### src/design/trvc_pkg.sv
// Shared constants, types and helpers of the tensor reshape view check.
package trvc_pkg;

  localparam int NUM_DIMS = 4;
  localparam int DIM_W    = (NUM_DIMS > 1) ? $clog2(NUM_DIMS) : 1;
  localparam int CNT_W    = $clog2(NUM_DIMS + 1);
  localparam int EXT_W    = 32;
  localparam int STR_W    = 48;
  localparam int VAL_W    = 64;
  localparam int MUL_W    = 32;
  localparam int IN_W     = 2 * EXT_W + 2 * STR_W;
  localparam int OUT_W    = 8;

  localparam logic [CNT_W-1:0] CNT_ONE  = CNT_W'(1);
  localparam logic [CNT_W-1:0] CNT_NUM  = CNT_W'(NUM_DIMS);
  localparam logic [CNT_W-1:0] CNT_LAST = CNT_W'(NUM_DIMS - 1);

  typedef struct packed {
    logic [DIM_W-1:0] se;
    logic [DIM_W-1:0] ss;
    logic [DIM_W-1:0] de;
    logic [DIM_W-1:0] ds;
  } trvc_raddr_t;

  typedef struct packed {
    logic [EXT_W-1:0] se;
    logic [STR_W-1:0] ss;
    logic [EXT_W-1:0] de;
    logic [STR_W-1:0] ds;
  } trvc_rdata_t;

  typedef struct packed {
    logic             start;
    logic [VAL_W-1:0] a;
    logic [MUL_W-1:0] b;
  } trvc_mul_req_t;

  typedef struct packed {
    logic             done;
    logic             ovf;
    logic [VAL_W-1:0] prod;
  } trvc_mul_rsp_t;

  // Maps an outermost-first dimension number onto the innermost-first storage slot.
  function automatic logic [DIM_W-1:0] rev_idx(input logic [CNT_W-1:0] x);
    logic [CNT_W-1:0] r;
    r = CNT_LAST - x;
    return r[DIM_W-1:0];
  endfunction

endpackage

### src/design/tensor_reshape_view_check_top.sv
// Top level of the tensor reshape view check with stream ports and result register.
// The block takes one transaction per dimension, innermost dimension first, one per cycle
// while idle; the transaction marked by tlast starts the check and yields one flag that says
// whether the destination extents and strides form a copy-free view of the source. Up to
// NUM_DIMS dimensions are held; extra transactions are ignored apart from their tlast.
// While the check runs, in_tready is low. The check walks the dimension steps, forms each
// product on the shared 32 by 32 bit multiplier (two partial products and a carry merge),
// and ends with a stride compare per dimension; its length is set by the number of products
// the dimension grouping requires. Transactions are taken while a finished flag still waits on
// the output; a check started meanwhile holds its flag until the output register is free.
module tensor_reshape_view_check_top
  import trvc_pkg::*;
(
  input  logic             clk,
  input  logic             rst_n,
  input  logic             in_tvalid,
  output logic             in_tready,
  // src_extent[31:0], src_stride[79:32], dst_extent[111:80], dst_stride[159:112]
  input  logic [IN_W-1:0]  in_tdata,
  input  logic             in_tlast,
  output logic             out_tvalid,
  input  logic             out_tready,
  // can_view[0], zeros above
  output logic [OUT_W-1:0] out_tdata
);

  logic          in_acc;
  logic          seq_idle, res_valid, res_ready, res;
  logic          out_valid_r, out_valid_nxt;
  logic          can_view_r;
  trvc_raddr_t   raddr;
  trvc_rdata_t   rdata;
  trvc_mul_req_t mreq;
  trvc_mul_rsp_t mrsp;

  assign in_tready  = seq_idle;
  assign in_acc     = in_tvalid && in_tready;
  assign res_ready  = !out_valid_r || out_tready;
  assign out_tvalid = out_valid_r;
  assign out_tdata  = {{(OUT_W-1){1'b0}}, can_view_r};

  trvc_desc u_desc (
    .clk        (clk),
    .rst_n      (rst_n),
    .wr_en      (in_acc),
    .wr_last    (in_tlast),
    .src_extent (in_tdata[EXT_W-1:0]),
    .src_stride (in_tdata[EXT_W+STR_W-1:EXT_W]),
    .dst_extent (in_tdata[2*EXT_W+STR_W-1:EXT_W+STR_W]),
    .dst_stride (in_tdata[IN_W-1:2*EXT_W+STR_W]),
    .raddr      (raddr),
    .rdata      (rdata)
  );

  trvc_mul u_mul (
    .clk   (clk),
    .rst_n (rst_n),
    .req   (mreq),
    .rsp   (mrsp)
  );

  trvc_seq u_seq (
    .clk       (clk),
    .rst_n     (rst_n),
    .start     (in_acc && in_tlast),
    .idle      (seq_idle),
    .raddr     (raddr),
    .rdata     (rdata),
    .mreq      (mreq),
    .mrsp      (mrsp),
    .res_valid (res_valid),
    .res_ready (res_ready),
    .res       (res)
  );

  always_comb begin
    out_valid_nxt = out_valid_r;
    priority if (res_valid && res_ready) begin
      out_valid_nxt = 1'b1;
    end else if (out_tready) begin
      out_valid_nxt = 1'b0;
    end
  end

  always_ff @(posedge clk) begin
    if (!rst_n) begin
      out_valid_r <= 1'b0;
    end else begin
      out_valid_r <= out_valid_nxt;
    end
  end

  always_ff @(posedge clk) begin
    if (res_valid && res_ready) begin
      can_view_r <= res;
    end
  end

endmodule

### src/design/trvc_mul.sv
// Multi-cycle 64 by 32 bit multiplier with overflow flag, built on one 32 by 32 multiplier.
module trvc_mul
  import trvc_pkg::*;
(
  input  logic          clk,
  input  logic          rst_n,
  input  trvc_mul_req_t req,
  output trvc_mul_rsp_t rsp
);

  typedef enum logic [3:0] {
    M_IDLE = 4'b0001,
    M_LO   = 4'b0010,
    M_HI   = 4'b0100,
    M_SUM  = 4'b1000
  } mstate_t;

  mstate_t               mstate_r, mstate_nxt;
  logic [VAL_W-1:0]      a_r;
  logic [MUL_W-1:0]      b_r;
  logic [2*MUL_W-1:0]    lo_r, hi_r;
  logic [MUL_W-1:0]      mop;
  logic [2*MUL_W-1:0]    pp;
  logic [MUL_W:0]        sum;
  logic                  ovf;

  always_comb begin
    mop = (mstate_r == M_LO) ? a_r[MUL_W-1:0] : a_r[VAL_W-1:MUL_W];
    pp  = (2*MUL_W)'(mop) * (2*MUL_W)'(b_r);
    sum = {1'b0, hi_r[MUL_W-1:0]} + {1'b0, lo_r[2*MUL_W-1:MUL_W]};
    ovf = (|hi_r[2*MUL_W-1:MUL_W]) | sum[MUL_W];
    rsp.done = (mstate_r == M_SUM);
    rsp.ovf  = ovf;
    rsp.prod = ovf ? {VAL_W{1'b1}} : {sum[MUL_W-1:0], lo_r[MUL_W-1:0]};
  end

  always_comb begin
    mstate_nxt = mstate_r;
    unique case (mstate_r)
      M_IDLE: if (req.start) mstate_nxt = M_LO;
      M_LO:   mstate_nxt = M_HI;
      M_HI:   mstate_nxt = M_SUM;
      M_SUM:  mstate_nxt = M_IDLE;
      default: mstate_nxt = M_IDLE;
    endcase
  end

  always_ff @(posedge clk) begin
    if (!rst_n) begin
      mstate_r <= M_IDLE;
    end else begin
      mstate_r <= mstate_nxt;
    end
  end

  always_ff @(posedge clk) begin
    if (mstate_r == M_IDLE && req.start) begin
      a_r <= req.a;
      b_r <= req.b;
    end
    if (mstate_r == M_LO) begin
      lo_r <= pp;
    end
    if (mstate_r == M_HI) begin
      hi_r <= pp;
    end
  end

endmodule

### src/design/trvc_desc.sv
// Descriptor storage: per-dimension extents and strides with the load counter.
module trvc_desc
  import trvc_pkg::*;
(
  input  logic             clk,
  input  logic             rst_n,
  input  logic             wr_en,
  input  logic             wr_last,
  input  logic [EXT_W-1:0] src_extent,
  input  logic [STR_W-1:0] src_stride,
  input  logic [EXT_W-1:0] dst_extent,
  input  logic [STR_W-1:0] dst_stride,
  input  trvc_raddr_t      raddr,
  output trvc_rdata_t      rdata
);

  logic [EXT_W-1:0] se_r [NUM_DIMS];
  logic [STR_W-1:0] ss_r [NUM_DIMS];
  logic [EXT_W-1:0] de_r [NUM_DIMS];
  logic [STR_W-1:0] ds_r [NUM_DIMS];
  logic [CNT_W-1:0] cnt_r, cnt_nxt;
  logic             room;

  assign room = (cnt_r < CNT_NUM);

  always_comb begin
    cnt_nxt = cnt_r;
    if (wr_en) begin
      if (wr_last) begin
        cnt_nxt = '0;
      end else if (room) begin
        cnt_nxt = cnt_r + CNT_ONE;
      end
    end
  end

  always_ff @(posedge clk) begin
    if (!rst_n) begin
      cnt_r <= '0;
    end else begin
      cnt_r <= cnt_nxt;
    end
  end

  always_ff @(posedge clk) begin
    if (wr_en && room) begin
      se_r[cnt_r[DIM_W-1:0]] <= src_extent;
      ss_r[cnt_r[DIM_W-1:0]] <= src_stride;
      de_r[cnt_r[DIM_W-1:0]] <= dst_extent;
      ds_r[cnt_r[DIM_W-1:0]] <= dst_stride;
    end
  end

  always_comb begin
    rdata.se = se_r[raddr.se];
    rdata.ss = ss_r[raddr.ss];
    rdata.de = de_r[raddr.de];
    rdata.ds = ds_r[raddr.ds];
  end

endmodule

### src/design/trvc_seq.sv
// Check sequencer: walks the dimensions, drives the shared multiplier and compares strides.
module trvc_seq
  import trvc_pkg::*;
(
  input  logic          clk,
  input  logic          rst_n,
  input  logic          start,
  output logic          idle,
  output trvc_raddr_t   raddr,
  input  trvc_rdata_t   rdata,
  output trvc_mul_req_t mreq,
  input  trvc_mul_rsp_t mrsp,
  output logic          res_valid,
  input  logic          res_ready,
  output logic          res
);

  typedef enum logic [11:0] {
    S_IDLE  = 12'b000000000001,
    S_TOP   = 12'b000000000010,
    S_INS   = 12'b000000000100,
    S_INS_W = 12'b000000001000,
    S_CMP   = 12'b000000010000,
    S_GRP_W = 12'b000000100000,
    S_DNS   = 12'b000001000000,
    S_DNS_W = 12'b000010000000,
    S_RST   = 12'b000100000000,
    S_RST_W = 12'b001000000000,
    S_FIN   = 12'b010000000000,
    S_DONE  = 12'b100000000000
  } state_t;

  state_t           state_r, state_nxt;
  logic [CNT_W-1:0] iend_r, iend_nxt, oend_r, oend_nxt;
  logic [CNT_W-1:0] ib_r, ib_nxt, ob_r, ob_nxt, d_r, d_nxt;
  logic [VAL_W-1:0] iv_r, iv_nxt, ov_r, ov_nxt, cur_r, cur_nxt;
  logic             side_r, side_nxt, res_r, res_nxt;
  logic [VAL_W-1:0] drv_r [NUM_DIMS];
  logic             drv_clr, drv_we;
  logic [CNT_W-1:0] drv_idx;
  logic [VAL_W-1:0] drv_wd;
  logic [CNT_W-1:0] se_x, ss_x, de_x, ds_x;
  logic [VAL_W-1:0] se_v, ss_v, de_v, ds_v;

  assign idle      = (state_r == S_IDLE);
  assign res_valid = (state_r == S_DONE);
  assign res       = res_r;

  assign se_v = VAL_W'(rdata.se);
  assign ss_v = VAL_W'(rdata.ss);
  assign de_v = VAL_W'(rdata.de);
  assign ds_v = VAL_W'(rdata.ds);

  always_comb begin
    se_x = '0;
    ss_x = '0;
    de_x = '0;
    ds_x = '0;
    unique case (state_r)
      S_TOP: begin
        se_x = iend_r - CNT_ONE;
        de_x = oend_r - CNT_ONE;
      end
      S_INS: begin
        se_x = iend_r;
        ss_x = iend_r;
      end
      S_CMP: begin
        se_x = ib_r - CNT_ONE;
        de_x = ob_r - CNT_ONE;
        ss_x = ib_r;
      end
      S_DNS: begin
        se_x = d_r;
        ss_x = (d_r > ib_r) ? d_r : iend_r - CNT_ONE;
      end
      S_DNS_W: ss_x = d_r - CNT_ONE;
      S_RST:   de_x = d_r;
      S_FIN:   ds_x = d_r;
      default: ;
    endcase
    raddr.se = rev_idx(se_x);
    raddr.ss = rev_idx(ss_x);
    raddr.de = rev_idx(de_x);
    raddr.ds = rev_idx(ds_x);
  end

  always_comb begin
    state_nxt = state_r;
    iend_nxt  = iend_r;
    oend_nxt  = oend_r;
    ib_nxt    = ib_r;
    ob_nxt    = ob_r;
    d_nxt     = d_r;
    iv_nxt    = iv_r;
    ov_nxt    = ov_r;
    cur_nxt   = cur_r;
    side_nxt  = side_r;
    res_nxt   = res_r;
    drv_clr   = 1'b0;
    drv_we    = 1'b0;
    drv_idx   = '0;
    drv_wd    = '0;
    mreq      = '0;
    unique case (state_r)
      S_IDLE: begin
        if (start) begin
          drv_clr   = 1'b1;
          iend_nxt  = CNT_NUM;
          oend_nxt  = CNT_NUM;
          state_nxt = S_TOP;
        end
      end
      S_TOP: begin
        priority if (iend_r == '0 && oend_r == '0) begin
          d_nxt     = '0;
          state_nxt = S_FIN;
        end else if (iend_r != '0 && rdata.se == EXT_W'(1)) begin
          iend_nxt = iend_r - CNT_ONE;
        end else if (oend_r != '0 && rdata.de == EXT_W'(1)) begin
          if (iend_r == CNT_NUM) begin
            drv_we   = 1'b1;
            drv_idx  = oend_r - CNT_ONE;
            drv_wd   = VAL_W'(1);
            oend_nxt = oend_r - CNT_ONE;
          end else begin
            state_nxt = S_INS;
          end
        end else if (iend_r == '0 || oend_r == '0) begin
          res_nxt   = 1'b0;
          state_nxt = S_DONE;
        end else begin
          ib_nxt    = iend_r - CNT_ONE;
          ob_nxt    = oend_r - CNT_ONE;
          iv_nxt    = se_v;
          ov_nxt    = de_v;
          state_nxt = S_CMP;
        end
      end
      S_INS: begin
        mreq.start = 1'b1;
        mreq.a     = ss_v;
        mreq.b     = rdata.se;
        state_nxt  = S_INS_W;
      end
      S_INS_W: begin
        if (mrsp.done) begin
          drv_we    = 1'b1;
          drv_idx   = oend_r - CNT_ONE;
          drv_wd    = mrsp.prod;
          oend_nxt  = oend_r - CNT_ONE;
          state_nxt = S_TOP;
        end
      end
      S_CMP: begin
        priority if (iv_r == ov_r) begin
          if (ib_r + CNT_ONE == iend_r && ob_r + CNT_ONE == oend_r) begin
            drv_we    = 1'b1;
            drv_idx   = ob_r;
            drv_wd    = ss_v;
            iend_nxt  = ib_r;
            oend_nxt  = ob_r;
            state_nxt = S_TOP;
          end else begin
            d_nxt     = iend_r - CNT_ONE;
            state_nxt = S_DNS;
          end
        end else if (iv_r < ov_r) begin
          if (ib_r == '0) begin
            res_nxt   = 1'b0;
            state_nxt = S_DONE;
          end else begin
            ib_nxt     = ib_r - CNT_ONE;
            mreq.start = 1'b1;
            mreq.a     = iv_r;
            mreq.b     = rdata.se;
            side_nxt   = 1'b0;
            state_nxt  = S_GRP_W;
          end
        end else begin
          if (ob_r == '0) begin
            res_nxt   = 1'b0;
            state_nxt = S_DONE;
          end else begin
            ob_nxt     = ob_r - CNT_ONE;
            mreq.start = 1'b1;
            mreq.a     = ov_r;
            mreq.b     = rdata.de;
            side_nxt   = 1'b1;
            state_nxt  = S_GRP_W;
          end
        end
      end
      S_GRP_W: begin
        if (mrsp.done) begin
          if (mrsp.ovf) begin
            res_nxt   = 1'b0;
            state_nxt = S_DONE;
          end else begin
            if (side_r) begin
              ov_nxt = mrsp.prod;
            end else begin
              iv_nxt = mrsp.prod;
            end
            state_nxt = S_CMP;
          end
        end
      end
      S_DNS: begin
        if (d_r > ib_r) begin
          mreq.start = 1'b1;
          mreq.a     = ss_v;
          mreq.b     = rdata.se;
          state_nxt  = S_DNS_W;
        end else begin
          cur_nxt   = ss_v;
          d_nxt     = oend_r - CNT_ONE;
          state_nxt = S_RST;
        end
      end
      S_DNS_W: begin
        if (mrsp.done) begin
          if (mrsp.ovf || mrsp.prod != ss_v) begin
            res_nxt   = 1'b0;
            state_nxt = S_DONE;
          end else begin
            d_nxt     = d_r - CNT_ONE;
            state_nxt = S_DNS;
          end
        end
      end
      S_RST: begin
        drv_we  = 1'b1;
        drv_idx = d_r;
        drv_wd  = cur_r;
        if (d_r == ob_r) begin
          iend_nxt  = ib_r;
          oend_nxt  = ob_r;
          state_nxt = S_TOP;
        end else begin
          mreq.start = 1'b1;
          mreq.a     = cur_r;
          mreq.b     = rdata.de;
          state_nxt  = S_RST_W;
        end
      end
      S_RST_W: begin
        if (mrsp.done) begin
          cur_nxt   = mrsp.prod;
          d_nxt     = d_r - CNT_ONE;
          state_nxt = S_RST;
        end
      end
      S_FIN: begin
        priority if (drv_r[d_r[DIM_W-1:0]] != ds_v) begin
          res_nxt   = 1'b0;
          state_nxt = S_DONE;
        end else if (d_r == CNT_LAST) begin
          res_nxt   = 1'b1;
          state_nxt = S_DONE;
        end else begin
          d_nxt = d_r + CNT_ONE;
        end
      end
      S_DONE: begin
        if (res_ready) begin
          state_nxt = S_IDLE;
        end
      end
      default: state_nxt = S_IDLE;
    endcase
  end

  always_ff @(posedge clk) begin
    if (!rst_n) begin
      state_r <= S_IDLE;
    end else begin
      state_r <= state_nxt;
    end
  end

  always_ff @(posedge clk) begin
    iend_r <= iend_nxt;
    oend_r <= oend_nxt;
    ib_r   <= ib_nxt;
    ob_r   <= ob_nxt;
    d_r    <= d_nxt;
    iv_r   <= iv_nxt;
    ov_r   <= ov_nxt;
    cur_r  <= cur_nxt;
    side_r <= side_nxt;
    res_r  <= res_nxt;
  end

  always_ff @(posedge clk) begin
    if (drv_clr) begin
      for (int i = 0; i < NUM_DIMS; i++) begin
        drv_r[i] <= '0;
      end
    end else if (drv_we) begin
      drv_r[drv_idx[DIM_W-1:0]] <= drv_wd;
    end
  end

endmodule

### config.mk
export PLATFORM = sky130hd
export DESIGN_NAME = tensor_reshape_view_check_top
export DESIGN_NICKNAME = d
export VERILOG_FILES = /design/src/design/trvc_pkg.sv /design/src/design/tensor_reshape_view_check_top.sv /design/src/design/trvc_mul.sv /design/src/design/trvc_desc.sv /design/src/design/trvc_seq.sv
export SDC_FILE = /design/constraint.sdc
export NUM_CORES = 2
export LEC_CHECK = 0
export BUFFER_PORTS_ARGS = -buffer_cell sky130_fd_sc_hd__buf_4
export CORE_MARGIN = 2
export CORE_UTILIZATION = 55
export DETAILED_ROUTE_END_ITERATION = 6
export PLACE_DENSITY = 0.74
export REMOVE_ABC_BUFFERS = 1
export SLEW_MARGIN = 20
export SYNTH_ARGS = -nofsm -noshare
export SYNTH_HDL_FRONTEND = slang
export SYNTH_SLANG_ARGS = --single-unit
### constraint.sdc
create_clock -name clk -period 11.4 [get_ports clk]
set_input_delay 2.28 -clock clk [delete_from_list [all_inputs] [get_ports clk]]
set_output_delay 2.28 -clock clk [all_outputs]
set_load 0.01 [all_outputs]
==> results_dict.tcl <==
set metrics [dict create \
    irDropWorstVdd_mv 0.6818 \
    post_cts_buffers 0 \
    setup_slack_ns 0.8071 \
    dpl.hpwl_um 217000 \
    portBuffers 167 \
    whs_ns 0.4356 \
    grt_max_degree 113 \
    cts_max_path_buffers 3 \
    status "complete, but fails checks" \
    avgSynthCellArea_sq_um 11.39 \
    max_slew_margin_pct 11.00 \
    worst-setup-path-type "flop to flop" \
    synth-seq-cells 1352 \
    place_ws_ns 0.9172 \
    crit_fanout 52 \
    wl_met3_um 32910 \
    ys_seq_area_share_pct 42.82 \
    finish.instance_area_sq_mm 0.1024 \
    violations "DRC" \
    drt-initial-drc-count 9167 \
    power.leakage_nw 42.55 \
    track_usage_pct 33.92 \
    synthArstFlopShare_pct 0 \
    cts_resized 0 \
    slew_viol_final 0 \
    layout_min_cycle_time_ns 10.59 \
    gp_congestion 0.9992 \
    worst_slew_pin_slew_ns 1.329 \
    grt_first_pass_wirelength_um 437600 \
    n_fill_cell 13540 \
    met2_length_um 131800 \
    topRoutingLayerUsed "met5" \
    required_ns 11.91 \
    setup-violations-final 0 \
    cts_buffers 134 \
    synth_area_leader_cell "edfxtp_1" \
    cp-start-kind "flop" \
    grt_remaining_overflow 0 \
    drc 2 \
    wl_met1_um 112700 \
    worstRegToRegCells 29 \
    clk_root_buffer_cell "clkbuf_16" \
    synth_top_cell_area_share_pct 42.35 \
    cts_hold_buf 0 \
    critPathArrivalTime_ns 11.10 \
    syn-instance-count 8281 \
    ant_nets 0 \
    power.density_mw_per_mm2 268.0 \
    core-area_sq_mm 0.1698 \
    dr.pass1.iters 7 \
    num_rows 151 \
    hold_violations 0 \
    yosys-top-cells-count "edfxtp_1 (1,330), inv_1 (1,067), fa_1 (897)" \
    fmax_ghz 0.09440 \
    h-tree-depth 4 \
    first_global_vias 67680 \
    r2r_slack_ns 0.81 \
    synth-edff-count 1330 \
    path_common_cell "fa_1" \
    critical-path-slowest-cell "mux2_2" \
    endpoint_kind "flop" \
    startpoint "u_mul.mstate_r[1]" \
    slowest_delay_ns 0.74 \
    die_h_um 418.1 \
    drive_gt1_share_pct 8.553 \
    start_util_pct 55.52 \
    vias_per_cell 6.287 \
    placed_area_sq_mm 0.09806 \
    crit_end "u_mul.lo_r[63]" \
    rsz0062_at_grt "no" \
    synth_area_leaders "edfxtp_1 (42%), fa_1 (19%), ha_1 (5.0%), and2_1 (4.3%), inv_1 (4.2%)" \
    routed_wl_um 294700 \
    area_growth_pct 8.643 \
    ys_types 102 \
    finClkSkew_ns 0.04249 \
    yosysWarnings 0 \
    yosysMostFrequentCell "edfxtp_1" \
    vias 66850 \
    clkLatencyLatePin_ns 0.79 \
    wire_per_inst_um 27.71 \
    clk_pin_slew_ns 0.06 \
    cap_violations 0 \
    die_area_sq_mm 0.1748 \
    fin_crit_sh_pct 92.92 \
    ios 175 \
    fp.dieW_um 418.1 \
    timing.rr.start "u_mul.mstate_r[1]" \
    worstReg2RegEnd "u_mul.lo_r[63]" \
    hold_path.class "flop to flop" \
    mappedNetlistArea_sq_mm 0.09430 \
    cts_tree "built" \
    nets 9740 \
    antenna_found_initial 15 \
    cts_sinks 1352 \
    ys.flop_type "edfxtp_1" \
]
[worst min path at each step]
stage / startpoint / endpoint / slack (ns) / depth (start not counted)
after floorplan: u_seq.res / can_view_r / 0.40 / 0
after global placement: u_seq.res / can_view_r / 0.41 / 0
after detailed placement: u_seq.res / can_view_r / 0.42 / 0
after CTS: u_seq.res / can_view_r / 0.43 / 0
after global routing: u_seq.res / can_view_r / 0.45 / 0
final: u_seq.res / can_view_r / 0.44 / 0
[state kept, by name, indices dropped and copies added, names as in the netlist, 4 cells and up, named ones only]
register	flops
u_mul.a_r	64
u_desc.se_r	128
u_seq.state_r	12
u_mul.hi_r	64
u_desc.ss_r	192
u_mul.mstate_r	4
u_mul.lo_r	64
u_seq.ov_r	64
u_mul.b_r	32
u_seq.cur_r	64
u_desc.ds_r	192
u_seq.drv_r	256
u_seq.iv_r	64
u_desc.de_r	128
[per-stage QoR]
stage | cells | util (%) | power [mW] | setup TNS [ns]
after floorplan | 7818 | - | 17.21 | -808.61
after global placement | 10380 | 57.73 | 22.58 | 0
after detailed placement | 10380 | 57.73 | 22.75 | 0
after CTS | 10620 | 60.29 | 27.15 | 0
after global routing | 10630 | 60.31 | 28.77 | 0
final | 10630 | 60.32 | 27.46 | 0
[power breakdown]
group	switching, mW	internal (mW)
combinational	10.1	5.36
sequential	0.193	7.39
clock	1.95	2.44
[placed cells by master, fill, tap and decap left out, types with 178 or more instances in the layout]
cell type	count
fa_1	897
inv_1	1067
a21oi_1	238
o21ai_0	178
ha_1	379
buf_4	338
nand2_1	784
and2_1	647
nor2_1	547
edfxtp_1	1330
[worst max-delay path, delay by kind of cell (launching register included)]
| kind | cells | cell delay (ns) |
|---|---|---|
| XOR/XNOR | 1 | 0.09 |
| AO/OA/AOI/OAI | 12 | 3.23 |
| AND/OR/NAND/NOR | 2 | 0.87 |
| adder cells (fa/ha/maj) | 9 | 4.30 |
| flip-flops | 1 | 0.41 |
| multiplexers | 1 | 0.74 |
| buffers and inverters | 4 | 0.60 |
[final cells by class]
type                    count  area (sq um)  area share [%]
repair buffers            345          2635           2.572
well taps                2218          2775           2.709
multi-input cells        5397         48270           47.12
inverters                1069          4013           3.917
flip-flops and latches   1352         40380           39.42
clock inverters            81         870.8          0.8500
diodes                      9         22.52         0.02198
clock buffers             162          3478           3.395
[logic make-up after synthesis]
kind of cell | Yosys count | synth area share, %
simple gates | 2580 | 13.72
buf+inv | 1538 | 6.291
flops | 1352 | 42.82
fa+ha+maj | 1276 | 24.07
compound gates | 1128 | 8.278
mux | 252 | 3.383
xor+xnor | 154 | 1.430
other cells | 1 | 0.003977
[metal layers]
layer	GRT usage, %	vias up
li1	-	28410
met1	46.17	33740
met2	51.57	3992
met3	7.404	696
met4	17.30	8
met5	0	-
Power figures use the tool's default switching activity.
